[config.mk]
export PLATFORM = sky130hd
export DESIGN_NAME = pcr_front
export DESIGN_NICKNAME = d
export VERILOG_FILES = /design/src/hdl/pcr_pkg.sv /design/src/hdl/pcr_front.sv
export SDC_FILE = /design/constraint.sdc
export NUM_CORES = 1
export LEC_CHECK = 0
export ABC_CLOCK_PERIOD_IN_PS = 3200
export BUFFER_PORTS_ARGS = -buffer_cell sky130_fd_sc_hd__buf_2
export CAP_MARGIN = 30
export CORE_AREA = 8 8 74 83
export DETAILED_ROUTE_END_ITERATION = 16
export DIE_AREA = 0 0 82 91
export GPL_TIMING_DRIVEN = 0
export PLACE_DENSITY = 0.82
export SLEW_MARGIN = 20
export SYNTH_ARGS = -nofsm -noshare
export SYNTH_HDL_FRONTEND = slang
export SYNTH_SLANG_ARGS = --single-unit
[constraint.sdc]
create_clock -name vclk -period 3.2
set_clock_uncertainty 0.1 [all_clocks]
set_input_delay 0.48 -clock vclk [all_inputs]
set_output_delay 0.48 -clock vclk [all_outputs]
set_load 0.01 [all_outputs]
[src/hdl/pcr_pkg.sv]
package pcr_pkg;

   // defaults for top-level parameters
   localparam int POLE_PAIRS_DEF  = 4;
   localparam int QUEUE_DEPTH_DEF = 4;

   // configuration port
   localparam int CSR_IDX_W  = 3;
   localparam int CSR_DATA_W = 32;

   typedef enum logic [CSR_IDX_W-1:0] {
      CSR_MAX_POWER   = 3'd0,
      CSR_MAX_TORQUE  = 3'd1,
      CSR_NOMINAL_VDC = 3'd2,
      CSR_BACK_EMF    = 3'd3,
      CSR_FLUX        = 3'd4,
      CSR_MAX_CURRENT = 3'd5,
      CSR_FW_START    = 3'd6,
      CSR_FW_FULL     = 3'd7
   } pcr_csr_type;

   // fixed-point constants
   localparam logic [19:0] THIRTY_OVER_PI_Q16 = 20'd625823;
   localparam logic [15:0] INV_SQRT3_Q16      = 16'd37837;
   localparam logic [30:0] VPH_FLOOR_Q16      = 31'd6554;
   localparam logic [30:0] MAX31              = 31'h7FFF_FFFF;
   localparam logic [31:0] INDEX_SAT          = 32'h8000_0000;

   // register reset values
   localparam logic [19:0] RST_MAX_POWER   = 20'd1000;
   localparam logic [30:0] RST_MAX_TORQUE  = 31'd65536;
   localparam logic [30:0] RST_NOMINAL_VDC = 31'd65536;
   localparam logic [31:0] RST_BACK_EMF    = 32'd0;
   localparam logic [31:0] RST_FLUX        = 32'd16777216;
   localparam logic [30:0] RST_MAX_CURRENT = 31'd0;
   localparam logic [30:0] RST_FW_START    = 31'd65536;
   localparam logic [30:0] RST_FW_FULL     = 31'd131072;

   typedef struct packed {
      logic signed [31:0] elec_speed;
      logic        [30:0] dc_link_voltage;
      logic signed [31:0] torque_request;
   } pcr_req_type;

   typedef struct packed {
      logic        [30:0] torque_limit;
      logic signed [31:0] torque_ref_limited;
      logic signed [31:0] d_current_ref;
      logic signed [31:0] q_current_ref;
   } pcr_rsp_type;

   // classified word handed from front to back
   typedef struct packed {
      logic [31:0] w_mag;
      logic [30:0] vdc;
      logic        tq_neg;
      logic [31:0] tq_mag;
   } pcr_item_type;

   typedef struct packed {
      logic [19:0] max_power;
      logic [30:0] max_torque;
      logic [30:0] nominal_dc_voltage;
      logic [31:0] back_emf_constant;
      logic [31:0] flux_linkage;
      logic [30:0] max_current;
      logic [30:0] fw_start_index;
      logic [30:0] fw_full_index;
   } pcr_cfg_type;

   // queue status between front and back
   typedef struct packed {
      logic full;
      logic not_empty;
   } pcr_qstat_type;

endpackage

[src/hdl/pcr_front.sv]
module pcr_front (
   input  logic                  req_valid,
   output logic                  req_stall,
   input  pcr_pkg::pcr_req_type  req_data,
   input  pcr_pkg::pcr_qstat_type q_stat,
   output logic                  push,
   output pcr_pkg::pcr_item_type push_data
);

   logic [31:0] speed_bits;
   logic [31:0] torque_bits;

   assign speed_bits  = req_data.elec_speed;
   assign torque_bits = req_data.torque_request;

   // hold the requester off while the queue is full
   assign req_stall = q_stat.full;
   assign push      = req_valid && !q_stat.full;

   always_comb begin
      push_data.w_mag  = speed_bits[31] ? (32'd0 - speed_bits) : speed_bits;
      push_data.vdc    = req_data.dc_link_voltage;
      push_data.tq_neg = torque_bits[31];
      push_data.tq_mag = torque_bits[31] ? (32'd0 - torque_bits) : torque_bits;
   end

endmodule

* Word level (Yosys, flattened, before mapping) *
Cells that the tools add are included.

storage, ports and cells
  bits in registers = 0
  bits in latches = 0
  bits in writable memories = 0
  bits in read-only memories = 0
  bits of input ports = 98
  output and inout bits = 98
  memories kept = 0

operators by class
  add/sub/neg operators = 2
  $mul = 0
  divide/modulo/power cells = 0
  magnitude comparators = 0
  eq/ne operators = 0
  shifts and indexed selects = 0
  mux-type cells = 2
  bitwise logic cells = 0
  reductions and logical operators = 2

operators by type and width
  operator                                           number
  two-way mux 32 bit                                 2
  subtractor 1 x 32 -> 32 bit, first input constant  2
  logical AND 1 bit                                  1
  logical NOT 1 bit                                  1

* Depth between registers and ports, before layout *
  depth after elaboration = 2
  mapped depth = 7
  gate-level depth less buffers = 7

* Worst setup path before layout *
No wires, ideal clock.

  path type = in2out
  start point = input port req_data[22] in the netlist's numbering
  end point = output port push_data[31] in the netlist's numbering
  arrival = 2.309 ns
  slack = 0.311 ns
  stages on the path = 4
  cell sequence = or4_4 -> or4_4 -> or4_4 -> nor4_1

RTL lines
  item         RTL line        source
  from (decl)  pcr_front.sv:4  input pcr_pkg::pcr_req_type req_data,
  to (decl)    pcr_front.sv:7  output pcr_pkg::pcr_item_type push_data

==> impl.org <==
** Synth
- Counting every net in the synthesized netlist gives 321.
- Seq/Total Area, Yosys :: 0%
- Number of warnings printed during yosys synthesis :: 0
- Portion of synthesized cell area occupied by the leading cell type :: 31.5%
- Mux share of post-synthesis cell area :: 0%
- XOR/XNOR Fraction of Synth Area :: 32.6%
- By area, the combinational part of the netlist is dominated by XOR/XNOR gates.
- Post-synthesis instance area :: 1560 sq um
- After Yosys synthesis, and, or, nand and nor cells account for 25.2% of the synthesized area.
- By area the synthesized netlist is led by sky130_fd_sc_hd__xnor2_1, sky130_fd_sc_hd__buf_4, sky130_fd_sc_hd__o31ai_1.
- Gate Count Post-Synth :: 221
- After Yosys synthesis, full adders, half adders and majority gates account for 1.61% of the synthesized area.
- Compound-gate portion of the synthesized area :: 20.6%
- Cell accounting for the most synthesized area :: sky130_fd_sc_hd__xnor2_1
- Post-synthesis area per instance :: 7.05 sq um
- After synthesis, the netlist uses 31 different library cells.

** Power and ir drop
- In this run the static leakage power is 1.18 nW.
- VDD sags by at most 0.0000865 V.
- Pwr dens :: 160 nW/um^2

** Min path
- Min-Delay Path Class :: input port to output pin

** Finish
- At the end of the flow, the number of nets in the layout was 487.
- The design has 0 sequential cells.
- Measured on the finished design, the core utilization comes to 52.2%.
- Ratio of cells with drive above 1 in the final layout :: 56.1%
- The filler cells instantiated in the layout total 463.
- Register area :: 0 sq um
- 0 antenna diodes ended up in the layout.
- Most frequent cells in the layout :: sky130_fd_sc_hd__buf_2, sky130_fd_sc_hd__xnor2_1, sky130_fd_sc_hd__buf_4
- Relative to the synthesized area, the layout overhead comes to 60.7%.
- Cell area after layout :: 2500 sq um
- Leaving out fill and tap cells, the most frequent cell in the layout is sky130_fd_sc_hd__buf_2.
- Total of clock buffers placed in the layout :: 0

** Detailed routing
- After detailed routing, the wire length on met1 is 2.36 mm.
- Ratio of routed vias to standard cells :: 5.16
- In the detailed route, the total length drawn on met2 is 3.80 mm.
- Vias after detailed routing :: 2284
- The final layout contains routed wiring with a total length of 7.29 mm.
- In the routed design, unresolved DRC markers number 0.
- Detailed route wirelength on metal3 :: 1.07 mm
- Wire per inst :: 16.4 microns
- Number of DRC markers in iteration 0 :: 41
- Once detail routing completed, the nets flagged for antenna violations numbered 0.
- Signal routing reaches up to met4.
- Detailed-routing iteration count for the pre-antenna-repair pass :: 4

** Setup path
- Required time of the critical path :: 2.62 ns
- Biggest fanout along the worst timing path :: 5
- At the worst endpoint, the arrival time is 2.52 ns.
- The worst setup path is captured at an output pin.
- Crit path kind :: input port to output pin
- Startpoint types :: input port

** STA
- The clock period could shrink to 3.10 ns.
- Setup_tns :: 0 ns
- Setup violations, final :: 0
- Max-Slew Margin vs Limit :: 55.4%
- Final worst setup slack :: 0.102 ns
- For this run, the top clock speed supported by timing is 323 MHz.
- WHS :: 1.05 ns
- Final max-slew violation count :: 0
- The count of endpoints failing hold in the final timing report came to 0.
- The final critical path takes up 96.8% of the cycle.
- Slew at the pin closest to its max-slew limit :: 0.663 ns

** Clock network
- Post-CTS timing repair inserted 0 buffers for setup.
- For this design, the CTS-stage hold fixing added 0 buffers.

** Global route
- Across every metal layer, demand over resource in global routing totals 17.1%.
- The via count of the first global-routing pass came to 2399.
- Antenna violations before repair :: 0
- The total overflow left after global routing is 0.
- Largest net degree at the start of global routing :: 11
- The first global-routing pass estimated 10.9 mm of wire.

** Floorplan
- Cell row count :: 27
- Pin placement for this block handled 196 I/O pins.
- Width of the die :: 82 microns
- Once the floorplan was initialized, standard cells occupied 32.5% of the core.
- Standard cell core area :: 4800 sq um
- Area of the die :: 7460 sq um
- The die is 91 microns tall.

** Place
- Placed Instance Area :: 2450 sq um
- At the end of routability-driven placement, the weighted congestion stood at 0.893.
- Once detailed placement completed, the half-perimeter wirelength came to 6.55 mm.
- Port Buffer Count :: 164
- Prior to clock tree synthesis, the placed netlist has a worst setup slack of -0.0342 ns.

** Run status
- Run status :: finished clean

** Run
- Across the run, the number of max-cap violations was 0.
path summary, 6_finish.rpt:
path	cells past startpoint	slack, ns	start	to
worst max-delay path	7	0.10	req_data[79]	push_data[87]
worst min-delay path	2	1.05	req_data[50]	push_data[51]
kinds of logic (layout without fill, tap and decap cells):
group / after synthesis / after routing
compound gates: 48 / 48
xor+xnor: 58 / 58
fa+ha+maj: 2 / 2
buf+inv: 48 / 212
simple gates: 65 / 65
synthesized netlist by cell type, drive strengths merged:
cell / count
xnor2: 56
buf: 35
o31ai: 20
nand2: 19
o21ai: 19
or4: 8
clkbuf: 7
o41ai: 7
inv: 6
nor3: 6
nor4: 6
nand3: 5
nor2: 5
or3: 5
nand2b: 4
ha: 2
xor2: 2
a21oi: 1
a31oi: 1
and4bb: 1
nand4: 1
nand4b: 1
nor2b: 1
or2: 1
or3b: 1
or4b: 1
layout make-up:
class | count | area [sq um] | share of cell area, %
multi-input combinational | 173 | 1300 | 51.9
buffer | 42 | 289 | 11.5
inverter | 6 | 22.5 | 0.899
timing repair buffer | 164 | 821 | 32.8
tap | 58 | 72.6 | 2.90
where the power goes:
group	switching [W]	total, W	internal (W)
sequential	0	0	0
clock	0	0	0
combinational	0.000209	0.000401	0.000191
total	0.000209	0.000401	0.000191
critical path: stages:
cell	delay (ns)
sky130_fd_sc_hd__buf_2	0.11
sky130_fd_sc_hd__or3_1	0.42
sky130_fd_sc_hd__nor3_1	0.48
sky130_fd_sc_hd__nand3_1	0.31
sky130_fd_sc_hd__o41ai_1	0.40
sky130_fd_sc_hd__xnor2_1	0.16
sky130_fd_sc_hd__buf_2	0.15
repair_timing:
action,CTS,global route
endpoints found under the hold margin,0,0
cloned,0,0
endpoints found under the setup margin,2,7
resized for setup,1,9
pin swaps,0,0
metrics by stage:
stage               instances  power (W)
finish                    443   0.000401
global route              443   0.000434
CTS                       443   0.000401
detailed placement        443   0.000399
global placement          443   0.000393
floorplan                 221   0.000206
layer usage:
metal  vias up  global-route usage, %
li1       1086                      -
met1      1039                   15.0
met2       151                   34.7
met3         8                   7.20
met4         0                   1.76
met5         -                      0
Note: power is estimated with default switching activity, not from simulation.
