[config.mk]
export PLATFORM = sky130hd
export DESIGN_NAME = pcr_queue
export DESIGN_NICKNAME = d
export VERILOG_FILES = /design/src/hdl/pcr_pkg.sv /design/src/hdl/pcr_queue.sv
export SDC_FILE = /design/constraint.sdc
export NUM_CORES = 1
export LEC_CHECK = 0
export ABC_CLOCK_PERIOD_IN_PS = 4100
export BUFFER_PORTS_ARGS = -buffer_cell sky130_fd_sc_hd__buf_2
export CAP_MARGIN = 20
export CORE_MARGIN = 3
export CORE_UTILIZATION = 25
export DETAILED_ROUTE_END_ITERATION = 12
export SLEW_MARGIN = 20
export SYNTH_ARGS = -nofsm -noshare
export SYNTH_HDL_FRONTEND = slang
export SYNTH_SLANG_ARGS = --single-unit
[constraint.sdc]
create_clock -name clock -period 4.1 [get_ports clock]
set_input_delay 0.82 -clock clock [delete_from_list [all_inputs] [get_ports clock]]
set_output_delay 0.82 -clock clock [all_outputs]
set_load 0.1 [all_outputs]
[src/hdl/pcr_pkg.sv]
package pcr_pkg;

   // defaults for top-level parameters
   localparam int POLE_PAIRS_DEF  = 4;
   localparam int QUEUE_DEPTH_DEF = 4;

   // configuration port
   localparam int CSR_IDX_W  = 3;
   localparam int CSR_DATA_W = 32;

   typedef enum logic [CSR_IDX_W-1:0] {
      CSR_MAX_POWER   = 3'd0,
      CSR_MAX_TORQUE  = 3'd1,
      CSR_NOMINAL_VDC = 3'd2,
      CSR_BACK_EMF    = 3'd3,
      CSR_FLUX        = 3'd4,
      CSR_MAX_CURRENT = 3'd5,
      CSR_FW_START    = 3'd6,
      CSR_FW_FULL     = 3'd7
   } pcr_csr_type;

   // fixed-point constants
   localparam logic [19:0] THIRTY_OVER_PI_Q16 = 20'd625823;
   localparam logic [15:0] INV_SQRT3_Q16      = 16'd37837;
   localparam logic [30:0] VPH_FLOOR_Q16      = 31'd6554;
   localparam logic [30:0] MAX31              = 31'h7FFF_FFFF;
   localparam logic [31:0] INDEX_SAT          = 32'h8000_0000;

   // register reset values
   localparam logic [19:0] RST_MAX_POWER   = 20'd1000;
   localparam logic [30:0] RST_MAX_TORQUE  = 31'd65536;
   localparam logic [30:0] RST_NOMINAL_VDC = 31'd65536;
   localparam logic [31:0] RST_BACK_EMF    = 32'd0;
   localparam logic [31:0] RST_FLUX        = 32'd16777216;
   localparam logic [30:0] RST_MAX_CURRENT = 31'd0;
   localparam logic [30:0] RST_FW_START    = 31'd65536;
   localparam logic [30:0] RST_FW_FULL     = 31'd131072;

   typedef struct packed {
      logic signed [31:0] elec_speed;
      logic        [30:0] dc_link_voltage;
      logic signed [31:0] torque_request;
   } pcr_req_type;

   typedef struct packed {
      logic        [30:0] torque_limit;
      logic signed [31:0] torque_ref_limited;
      logic signed [31:0] d_current_ref;
      logic signed [31:0] q_current_ref;
   } pcr_rsp_type;

   // classified word handed from front to back
   typedef struct packed {
      logic [31:0] w_mag;
      logic [30:0] vdc;
      logic        tq_neg;
      logic [31:0] tq_mag;
   } pcr_item_type;

   typedef struct packed {
      logic [19:0] max_power;
      logic [30:0] max_torque;
      logic [30:0] nominal_dc_voltage;
      logic [31:0] back_emf_constant;
      logic [31:0] flux_linkage;
      logic [30:0] max_current;
      logic [30:0] fw_start_index;
      logic [30:0] fw_full_index;
   } pcr_cfg_type;

   // queue status between front and back
   typedef struct packed {
      logic full;
      logic not_empty;
   } pcr_qstat_type;

endpackage

[src/hdl/pcr_queue.sv]
module pcr_queue #(
   parameter int DEPTH = pcr_pkg::QUEUE_DEPTH_DEF
) (
   input  logic                   clock,
   input  logic                   reset,
   input  logic                   push,
   input  pcr_pkg::pcr_item_type  push_data,
   input  logic                   pop,
   output pcr_pkg::pcr_item_type  pop_data,
   output pcr_pkg::pcr_qstat_type q_stat
);

   localparam int PTR_W = (DEPTH > 1) ? $clog2(DEPTH) : 1;
   localparam int CNT_W = $clog2(DEPTH + 1);

   pcr_pkg::pcr_item_type entry_ff [DEPTH];
   logic [PTR_W-1:0] wr_ptr_ff, wr_ptr_in;
   logic [PTR_W-1:0] rd_ptr_ff, rd_ptr_in;
   logic [CNT_W-1:0] count_ff, count_in;
   logic             do_pop;

   assign do_pop           = pop && (count_ff != '0);
   assign pop_data         = entry_ff[rd_ptr_ff];
   assign q_stat.full      = (count_ff == CNT_W'(DEPTH));
   assign q_stat.not_empty = (count_ff != '0);

   always_comb begin
      wr_ptr_in = wr_ptr_ff;
      rd_ptr_in = rd_ptr_ff;
      count_in  = count_ff;
      if (push) begin
         wr_ptr_in = (wr_ptr_ff == PTR_W'(DEPTH - 1)) ? '0 : wr_ptr_ff + 1'b1;
      end
      if (do_pop) begin
         rd_ptr_in = (rd_ptr_ff == PTR_W'(DEPTH - 1)) ? '0 : rd_ptr_ff + 1'b1;
      end
      if (push && !do_pop) begin
         count_in = count_ff + 1'b1;
      end else if (!push && do_pop) begin
         count_in = count_ff - 1'b1;
      end
   end

   always_ff @(posedge clock) begin
      if (reset) begin
         wr_ptr_ff <= '0;
         rd_ptr_ff <= '0;
         count_ff  <= '0;
      end else begin
         wr_ptr_ff <= wr_ptr_in;
         rd_ptr_ff <= rd_ptr_in;
         count_ff  <= count_in;
      end
   end

   always_ff @(posedge clock) begin
      if (push) begin
         entry_ff[wr_ptr_ff] <= push_data;
      end
   end

endmodule

Yosys cells after proc, flatten, opt, wreduce, memory -nomap -nowiden. Memory sizes are Yosys's and may differ from the RTL's. A register that Yosys moved wholly into a read port is not among the register bits. Index checks and enable logic that the tools add are counted.

RAM bits: 384. Input port bits: 100. Memories kept: 1. Word-level logic and storage cells: 26. Output and inout bits: 98. Register bits after elaboration: 7.

Memory list: entry_ff (depth 4, width 96, rd ports 1, clocked after Yosys merged registers in 1, write ports 1, RTL line pcr_queue.sv:16) `pcr_pkg::pcr_item_type entry_ff [DEPTH];`.

Mux-type cells: 8. Equal/unequal tests: 3. Reductions and logical operators: 7. $add $sub $neg: 4.

Operators by type and width (number): 2-to-1 mux 2 bit (4); 2-to-1 mux 3 bit (2); adder 2 x 1 -> 2 bit, second input constant (2); == test 2 bit, second input constant (2); adder 3 x 1 -> 3 bit, second input constant (1); == test 3 bit, second input constant (1); logical AND 1 bit (3); nonzero test 3 bit (1); subtractor 3 x 1 -> 3 bit, second input constant (1); zero test 1 bit (2); 2-to-1 mux 1 bit (2); nonzero test 2 bit (1).

Logic depth before layout (Yosys ltp). Gate-level depths: netlist of the first run.

Depth after elaboration: 5. Depth in mapped cells: 7. Gate-level depth less buffers: 7.

Least setup slack after synthesis of the first run. Ideal clock, no wire load.

Kind: input-to-reg. From: input port push. To: memory entry_ff[0][0] in the netlist's numbering (enable). Setup slack: 0.595 ns. Path buffers: 0. Arrival time: 3.040 ns. Required time: 3.635 ns. Cell stages on the path: 1. Setup time: 0.465 ns. Path through: and2_1.

Cells in the longest elaborated chain, start to end: 2.

RTL lines: from (decl) (RTL line pcr_queue.sv:6) `input logic push,`; 2-to-1 mux 1 bit (RTL line pcr_queue.sv:57) `if (push) begin`; 2-to-1 mux 1 bit (implied by the code) (RTL line pcr_queue.sv:58) `entry_ff[wr_ptr_ff] <= push_data;`; to (decl) (RTL line pcr_queue.sv:16).

Every way passes these cells.

==> metrics.md, run 1 <==
| Metric | Value |
|---|---|
| Status | `completed` |
| Fmax | `0.298 GHz` |
| Vias | `6546` |
| RSZ-0062 raised after global routing | `no` |
| Fin. Hold Viols | `0` |
| DRC violation total after the first TritonRoute iteration | `306` |
| Clock transition at path regs | `0.06 ns` |
| Die width | `245 um` |
| Setup crit start kind | `register` |
| Num CTS Buffers | `44` |
| Worst Hold Class | `in2reg` |
| CP cell instances | `buf_12, mux4_2, buf_2` |
| Starting density of the core | `25.6%` |
| Crit end category | `output port` |
| Remaining Overflow, GRT | `0` |
| CP Capture Point | `pop_data[31]` |
| Fin. max-slew vios | `0` |
| CTS H-tree depth | `2` |
| DRC Markers | `0` |
| Input/output buffers | `197` |
| Final ANT Viol Nets | `0` |
| Yosys warning total | `0` |
| Router iterations before antenna repair | `6` |
| Max Fanout on Critical Path | `26` |
| Die area | `0.0601 mm^2` |
| Maximum vdd drop | `0.000458 V` |
| Critical path class | `reg2out` |
| Filler Cell Count | `5349` |
| WHS | `0.487 ns` |
| Worst Skew | `0.0121 ns` |
| Mapped Avg Cell Area | `26.2 um^2` |
| Area Overhead vs Synth | `23.2%` |
| Cell Area, Synth | `0.0143 mm^2` |
| Largest net degree at the start of global routing | `55` |
| Fin nets | `890` |
| Die Ht | `245 um` |
| Worst slew margin | `54.0%` |
| Placer Congestion | `0.678` |
| Root Driver | `clkbuf_16` |
| Overall power | `0.0123 W` |
| Post-CTS Resized | `0` |
| R2r endpoint | `count_ff[2]$_SDFFE_PP0P_` |
| Post-cts hold buffer count | `0` |
| TritonCTS clock tree | `built` |
| Gate Count Post-Synth | `546` |
| Worst skew pair latency | `0.55 ns` |
| Worst R2R Setup Slack | `1.68 ns` |
| Layout cells sized above 1 | `45.9%` |
| Initial antenna violation count | `5` |
| Arr. time, crit path | `2.53 ns` |
| Max Cap Viol | `0` |
| Setup Buffers After CTS | `0` |
| Crit path max-delay family | `flip-flops` |
| Vias in the first global route | `7342` |
| Synthesized flop and latch total | `393` |
| RR Startpoint | `count_ff[1]$_SDFFE_PP0P_` |
| First-pass GRT wire length | `45200 um` |
| Post-DR vias/cell | `4.18` |
| Syn nets | `653` |
| CP max-delay cell | `dfxtp_4` |
| Tmin final | `3.35 ns` |
| DR WL/cell | `18.8 um` |
| WP depth | `3` |
| Crit path largest cell delay | `0.75 ns` |
| Total Wirelength | `29400 um` |
| Io pins | `198` |
| Final HPWL DP | `17800 um` |
| Total GRT Usage | `9.98%` |
| Final period util | `81.8%` |
| Aggregate negative setup slack | `0 ns` |
| Crit path required time | `3.28 ns` |
| R2r worst-path depth | `7` |
| Crit path buffers/inverters | `2` |
| Clock Sinks | `393` |
| Core box area | `0.0558 mm^2` |
| Number of library cell types mapped by synthesis | `20` |
| P per Cell Area | `701 mW/mm^2` |
| Sequential fraction of the synthesis area | `82.0%` |
| Lkg Pwr | `5.78 nW` |
| Std-Cell Rows | `86` |
| Worst-case clock buffer depth | `3` |
| Slew of the pin with the lowest slew margin | `0.684 ns` |
| Finish-stage setup viols | `0` |
[registers in the layout (all words and copies together), names as in the netlist, named ones only]
register,flops
count_ff,3
rd_ptr_ff,2
wr_ptr_ff,2
entry_ff,384
[metrics by stage]
stage,cell area (um^2),utilization (%),std cells,setup WS [ns]
after floorplan,14300,-,546,0.595
after global placement,16300,29.2,1485,1.26
after detailed placement,16300,29.2,1485,1.24
after CTS,17600,31.5,1563,0.623
after global routing,17600,31.5,1563,0.567
final,17600,31.5,1565,0.748
[report_power, final]
group	internal, W	switching (W)	leakage, nW
Combinational	0.000877	0.00313	1.53
Sequential	0.00462	0.000128	3.60
Clock	0.00207	0.00151	0.647
Total	0.00756	0.00477	5.78
[placed cells by master (no fill, tap or decap), drive strengths merged, types with 3 or more instances in the layout]
cell and n:
and2 4, buf 213, or3 3, dfxtp 9, ha 6, edfxtp 384
nor2 6, clkbuf 51, mux2i 4, mux4 96, clkinv 21, inv 7
[cells by family after synthesis]
family | after synthesis | share of synthesized area, %
xor+xnor | 2 | 0.123
flops | 393 | 82.0
simple gates | 15 | 0.543
fa+ha+maj | 7 | 0.666
compound gates | 4 | 0.158
mux | 100 | 15.4
buf+inv | 25 | 1.13
[Yosys cell counts]
cell type	number	area, um^2
buf_6	5	56.3
xor2_1	2	17.5
ha_1	6	75.1
nor3b_1	1	7.51
mux2i_1	4	40.0
inv_1	3	11.3
nand2_1	1	3.75
nor2_1	6	22.5
dfxtp_1	9	180
buf_12	1	20.0
and2_1	4	25.0
or3_1	3	18.8
fa_1	1	20.0
buf_2	11	55.1
clkbuf_1	5	18.8
o21ai_0	1	5.00
o31ai_1	1	7.51
a21oi_1	2	10.0
edfxtp_1	384	11500
mux4_2	96	2160
[worst min-delay path by stage]
stage	start	end	slack [ns]	cells after the start
6_report	push_data[94]	entry_ff[2][94]$_DFFE_PP_	0.49	1
5_1_grt	push_data[94]	entry_ff[0][94]$_DFFE_PP_	0.45	1
4_1_cts	push_data[58]	entry_ff[2][58]$_DFFE_PP_	0.44	1
3_5_place_dp	rd_ptr_ff[0]$_SDFFE_PP0P_	register	0.48	2
3_3_place_gp	rd_ptr_ff[0]$_SDFFE_PP0P_	register	0.47	2
2_1_floorplan	rd_ptr_ff[0]$_SDFFE_PP0P_	register	0.46	2
[worst register-to-register path, cell delays in order, from the launching register on]
cell	delay (ns)
dfxtp_1	0.35
o31ai_1	0.63
ha_1	0.31
inv_1	0.06
fa_1	0.37
xor2_1	0.16
or3_1	0.31
a21oi_1	0.16
[metal layers]
| metal | GRT usage [%] | share of wire, % |
|---|---|---|
| met2 | 16.3 | 48 |
| met3 | 3.53 | 7.5 |
| met5 | 0 | 0.18 |
| met1 | 12.4 | 42 |
| met4 | 3.20 | 2.3 |
[final cells by class]
type	instances	area (um^2)	area share [%]
Clock inverter	27	164	0.931
Sequential cell	393	11700	66.6
Multi-Input combinational cell	128	2420	13.8
Timing Repair Buffer	213	1190	6.78
Clock buffer	51	1150	6.53
Antenna cell	2	5.00	0.0284
Inverter	3	11.3	0.0640
Tap cell	748	936	5.32
Note: power is estimated with default switching activity, not from simulation.
==> run 2, diff against run 1 <==
--- a/config.mk
+++ b/config.mk
@@ -5,7 +5,7 @@
 export SDC_FILE = /design/constraint.sdc
 export NUM_CORES = 1
 export LEC_CHECK = 0
-export ABC_CLOCK_PERIOD_IN_PS = 4100
+export ABC_CLOCK_PERIOD_IN_PS = 3000
 export BUFFER_PORTS_ARGS = -buffer_cell sky130_fd_sc_hd__buf_2
 export CAP_MARGIN = 20
 export CORE_MARGIN = 3
==> constraint.sdc (replaced) <==
create_clock -name clock -period 3 [get_ports clock]
set_input_delay 0.6 -clock clock [delete_from_list [all_inputs] [get_ports clock]]
set_output_delay 0.6 -clock clock [all_outputs]
set_load 0.1 [all_outputs]
==> run 2 against run 1 <==
  * First-iteration DRC count is 4.6% higher
  * Power is 39% higher
  * Combinational power is 39% higher
  * Wire length is 0.81% lower
  * Die area stayed put
  * Flip-flop and latch count stayed put
  * Clock skew is 0.0040 ns higher
  * Largest cell class unchanged
  * Global-route usage is 0.17 points lower
  * Sequential power is 35% higher
==> metrics.md, run 2 (synthesis results as in run 1) <==
| Metric | Value |
|---|---|
| CP cell instances | `buf_12, mux4_2, buf_2` |
| Fin. max-slew vios | `0 (unchanged)` |
| Psw | `0.00654 W (+37%)` |
| Worst Skew | `0.0161 ns (+0.00396 ns)` |
| Post-placement cell area | `0.0163 mm^2 (+0.15%)` |
| Layout cells sized above 1 | `46.1% (+0.23 points)` |
| Initial antenna violation count | `7 (+2)` |
| P per Cell Area | `969 mW/mm^2 (+38%)` |
| Worst-case clock buffer depth | `3 (unchanged)` |
| Overall power | `0.0172 W (+39%)` |
| Clock share of power | `30.3% (+1.3 points)` |
| TritonCTS clock tree | `built` |
| Router iterations before antenna repair | `4 (-2)` |
| Maximum vdd drop | `0.000728 V (+59%)` |
| Area Overhead vs Synth | `24.0%` |
| Sw Ratio | `38.1% (-0.61 points)` |
| Fin. Hold Viols | `0 (unchanged)` |
| First-pass GRT wire length | `44500 um (-1.5%)` |
| Max Cap Viol | `0 (unchanged)` |
| Placer Congestion | `0.660 (-2.7%)` |
| RSZ-0062 raised after global routing | `no` |
| DRC violation total after the first TritonRoute iteration | `320 (+4.6%)` |
| Hold_sp | `push_data[18]` |
| Vias | `6471 (-1.1%)` |
| Setup Buffers After CTS | `0 (unchanged)` |
| R2r worst-path depth | `7 (unchanged)` |
| Lkg Pwr | `5.80 nW (+0.30%)` |
| Fmax | `0.356 GHz` |
| Hold path depth | `1 (unchanged)` |
| Setup crit start kind | `register` |
| Biggest regs | `entry_ff (384), count_ff (3)` |
| Post-cts hold buffer count | `0 (unchanged)` |
| Finish-stage setup viols | `0 (unchanged)` |
| Input/output buffers | `197 (unchanged)` |
| Critical path class | `reg2out` |
| Aggregate negative setup slack | `0 ns (unchanged)` |
| Clock transition at path regs | `0.06 ns (about the same)` |
| Die Ht | `245 um (unchanged)` |
| Worst Hold End | `entry_ff[3][18]$_DFFE_PP_` |
| Core Util, Final | `31.7% (+0.21 points)` |
| Clock Sinks | `393 (unchanged)` |
| Largest net degree at the start of global routing | `97 (+76%)` |
| Final HPWL DP | `16600 um (-7.2%)` |
| Top reg by flops | `entry_ff` |
| Slew of the pin with the lowest slew margin | `0.785 ns (+0.101 ns)` |
| Num CTS Buffers | `43 (-2.3%)` |
| Crit path largest cell delay | `0.61 ns (-0.14 ns)` |
| Post-CTS Resized | `0 (unchanged)` |
| Std-Cell Rows | `86 (unchanged)` |
| Final period util | `93.7%` |
| Status | `completed` |
| Fin nets | `885 (-0.56%)` |
| Worst R2R Setup Slack | `0.70 ns (-0.98 ns)` |
| Combinational Power Share | `32.5% (about the same)` |
| Core box area | `0.0558 mm^2 (unchanged)` |
| Max Fanout on Critical Path | `45 (+73%)` |
| CP max-delay cell | `mux4_2` |
| Worst skew pair latency | `0.55 ns (about the same)` |
| Internal power | `0.0106 W (+41%)` |
| WHS | `0.261 ns (-0.226 ns)` |
| Total Wirelength | `29200 um (-0.81%)` |
| Crit end category | `output port` |
| CTS H-tree depth | `2 (unchanged)` |
| Tmin final | `2.81 ns` |
| Remaining Overflow, GRT | `0 (unchanged)` |
| Most frequent cells in the layout | `edfxtp_1 (384), buf_2 (197), mux4_2 (96), clkbuf_16 (45)` |
| Io pins | `198 (unchanged)` |
| RR Startpoint | `count_ff[0]$_SDFFE_PP0P_` |
| DR WL/cell | `18.7 um (-0.62%)` |
| Final ANT Viol Nets | `0 (unchanged)` |
| Worst slew margin | `47.7% (-6.4 points)` |
| Worst Hold Class | `in2reg` |
| Die area | `0.0601 mm^2 (unchanged)` |
| Starting density of the core | `25.6% (unchanged)` |
| Die width | `245 um (unchanged)` |
| Post-DR vias/cell | `4.14 (-0.96%)` |
| Max reg flops | `384 (unchanged)` |
| Most common cell after layout, fill and taps aside | `edfxtp_1` |
| Arr. time, crit path | `2.21 ns (-0.32 ns)` |
| Flop pwr share | `37.3% (-1.2 points)` |
| R2r endpoint | `count_ff[2]$_SDFFE_PP0P_` |
| Vias in the first global route | `7178 (-2.2%)` |
| Root Driver | `clkbuf_16` |
| DRC Markers | `0 (unchanged)` |
| Crit path required time | `2.40 ns (-0.88 ns)` |
| Fin area | `0.0177 mm^2 (+0.67%)` |
| Total GRT Usage | `9.81% (-0.17 points)` |
## run 2: changes by cell type in the layout (fill, tap and decap cells not counted), moves of 4 or more
cell        previous run  this run
buf_4                  9         1
clkinv_1              13         5
clkbuf_1               6        11
buf_12                 7        11
clkinvlp_4             1         5
## run 2: layout make-up
class | instances | area, um^2
sequential | 393 | 11700
tap | 748 | 936
clock buffer | 57 | 1180
antenna | 3 | 7.51
multi-input combinational | 128 | 2430
inverter | 3 | 11.3
clock inverter | 21 | 221
fill | 5280 | 38100
timing repair buffer | 209 | 1210
## run 2: metal layers
metal	GRT usage [%]	wire length [um]
met5	0	23
met1	12.2	12400
met4	2.90	671
met2	15.8	13900
met3	3.87	2240
## run 2: power groups by stage
stage / Clock (W) / Combinational [W] / Sequential [W]
floorplan: 0 / 0.00477 / 0.00649
global placement: 0 / 0.00565 / 0.00650
detailed placement: 0 / 0.00566 / 0.00651
CTS: 0.00541 / 0.00567 / 0.00640
global route: 0.00563 / 0.00581 / 0.00642
finish: 0.00520 / 0.00557 / 0.00640
## run 2: critical path: cells and delay by family, from the launching register on
| kind | cells | cell delay (ns) |
|---|---|---|
| buffers and inverters | 2 | 0.66 |
| multiplexers | 1 | 0.61 |
| flip-flops | 1 | 0.38 |
## run 2: stage by stage
stage	cells	setup slack, ns
2_1_floorplan	546	0.770
3_3_place_gp	1481	0.713
3_5_place_dp	1481	0.659
4_1_cts	1559	0.0909
5_1_grt	1559	0.0445
6_report	1562	0.189
## run 2: worst max-delay path by stage
stage / endpoint / depth (start not counted)
after floorplan: entry_ff[3][0]$_DFFE_PP_ / 1
after global placement: pop_data[13] / 3
after detailed placement: count_ff[2]$_SDFFE_PP0P_ / 7
after CTS: pop_data[13] / 3
after global routing: pop_data[13] / 3
final: pop_data[13] / 3
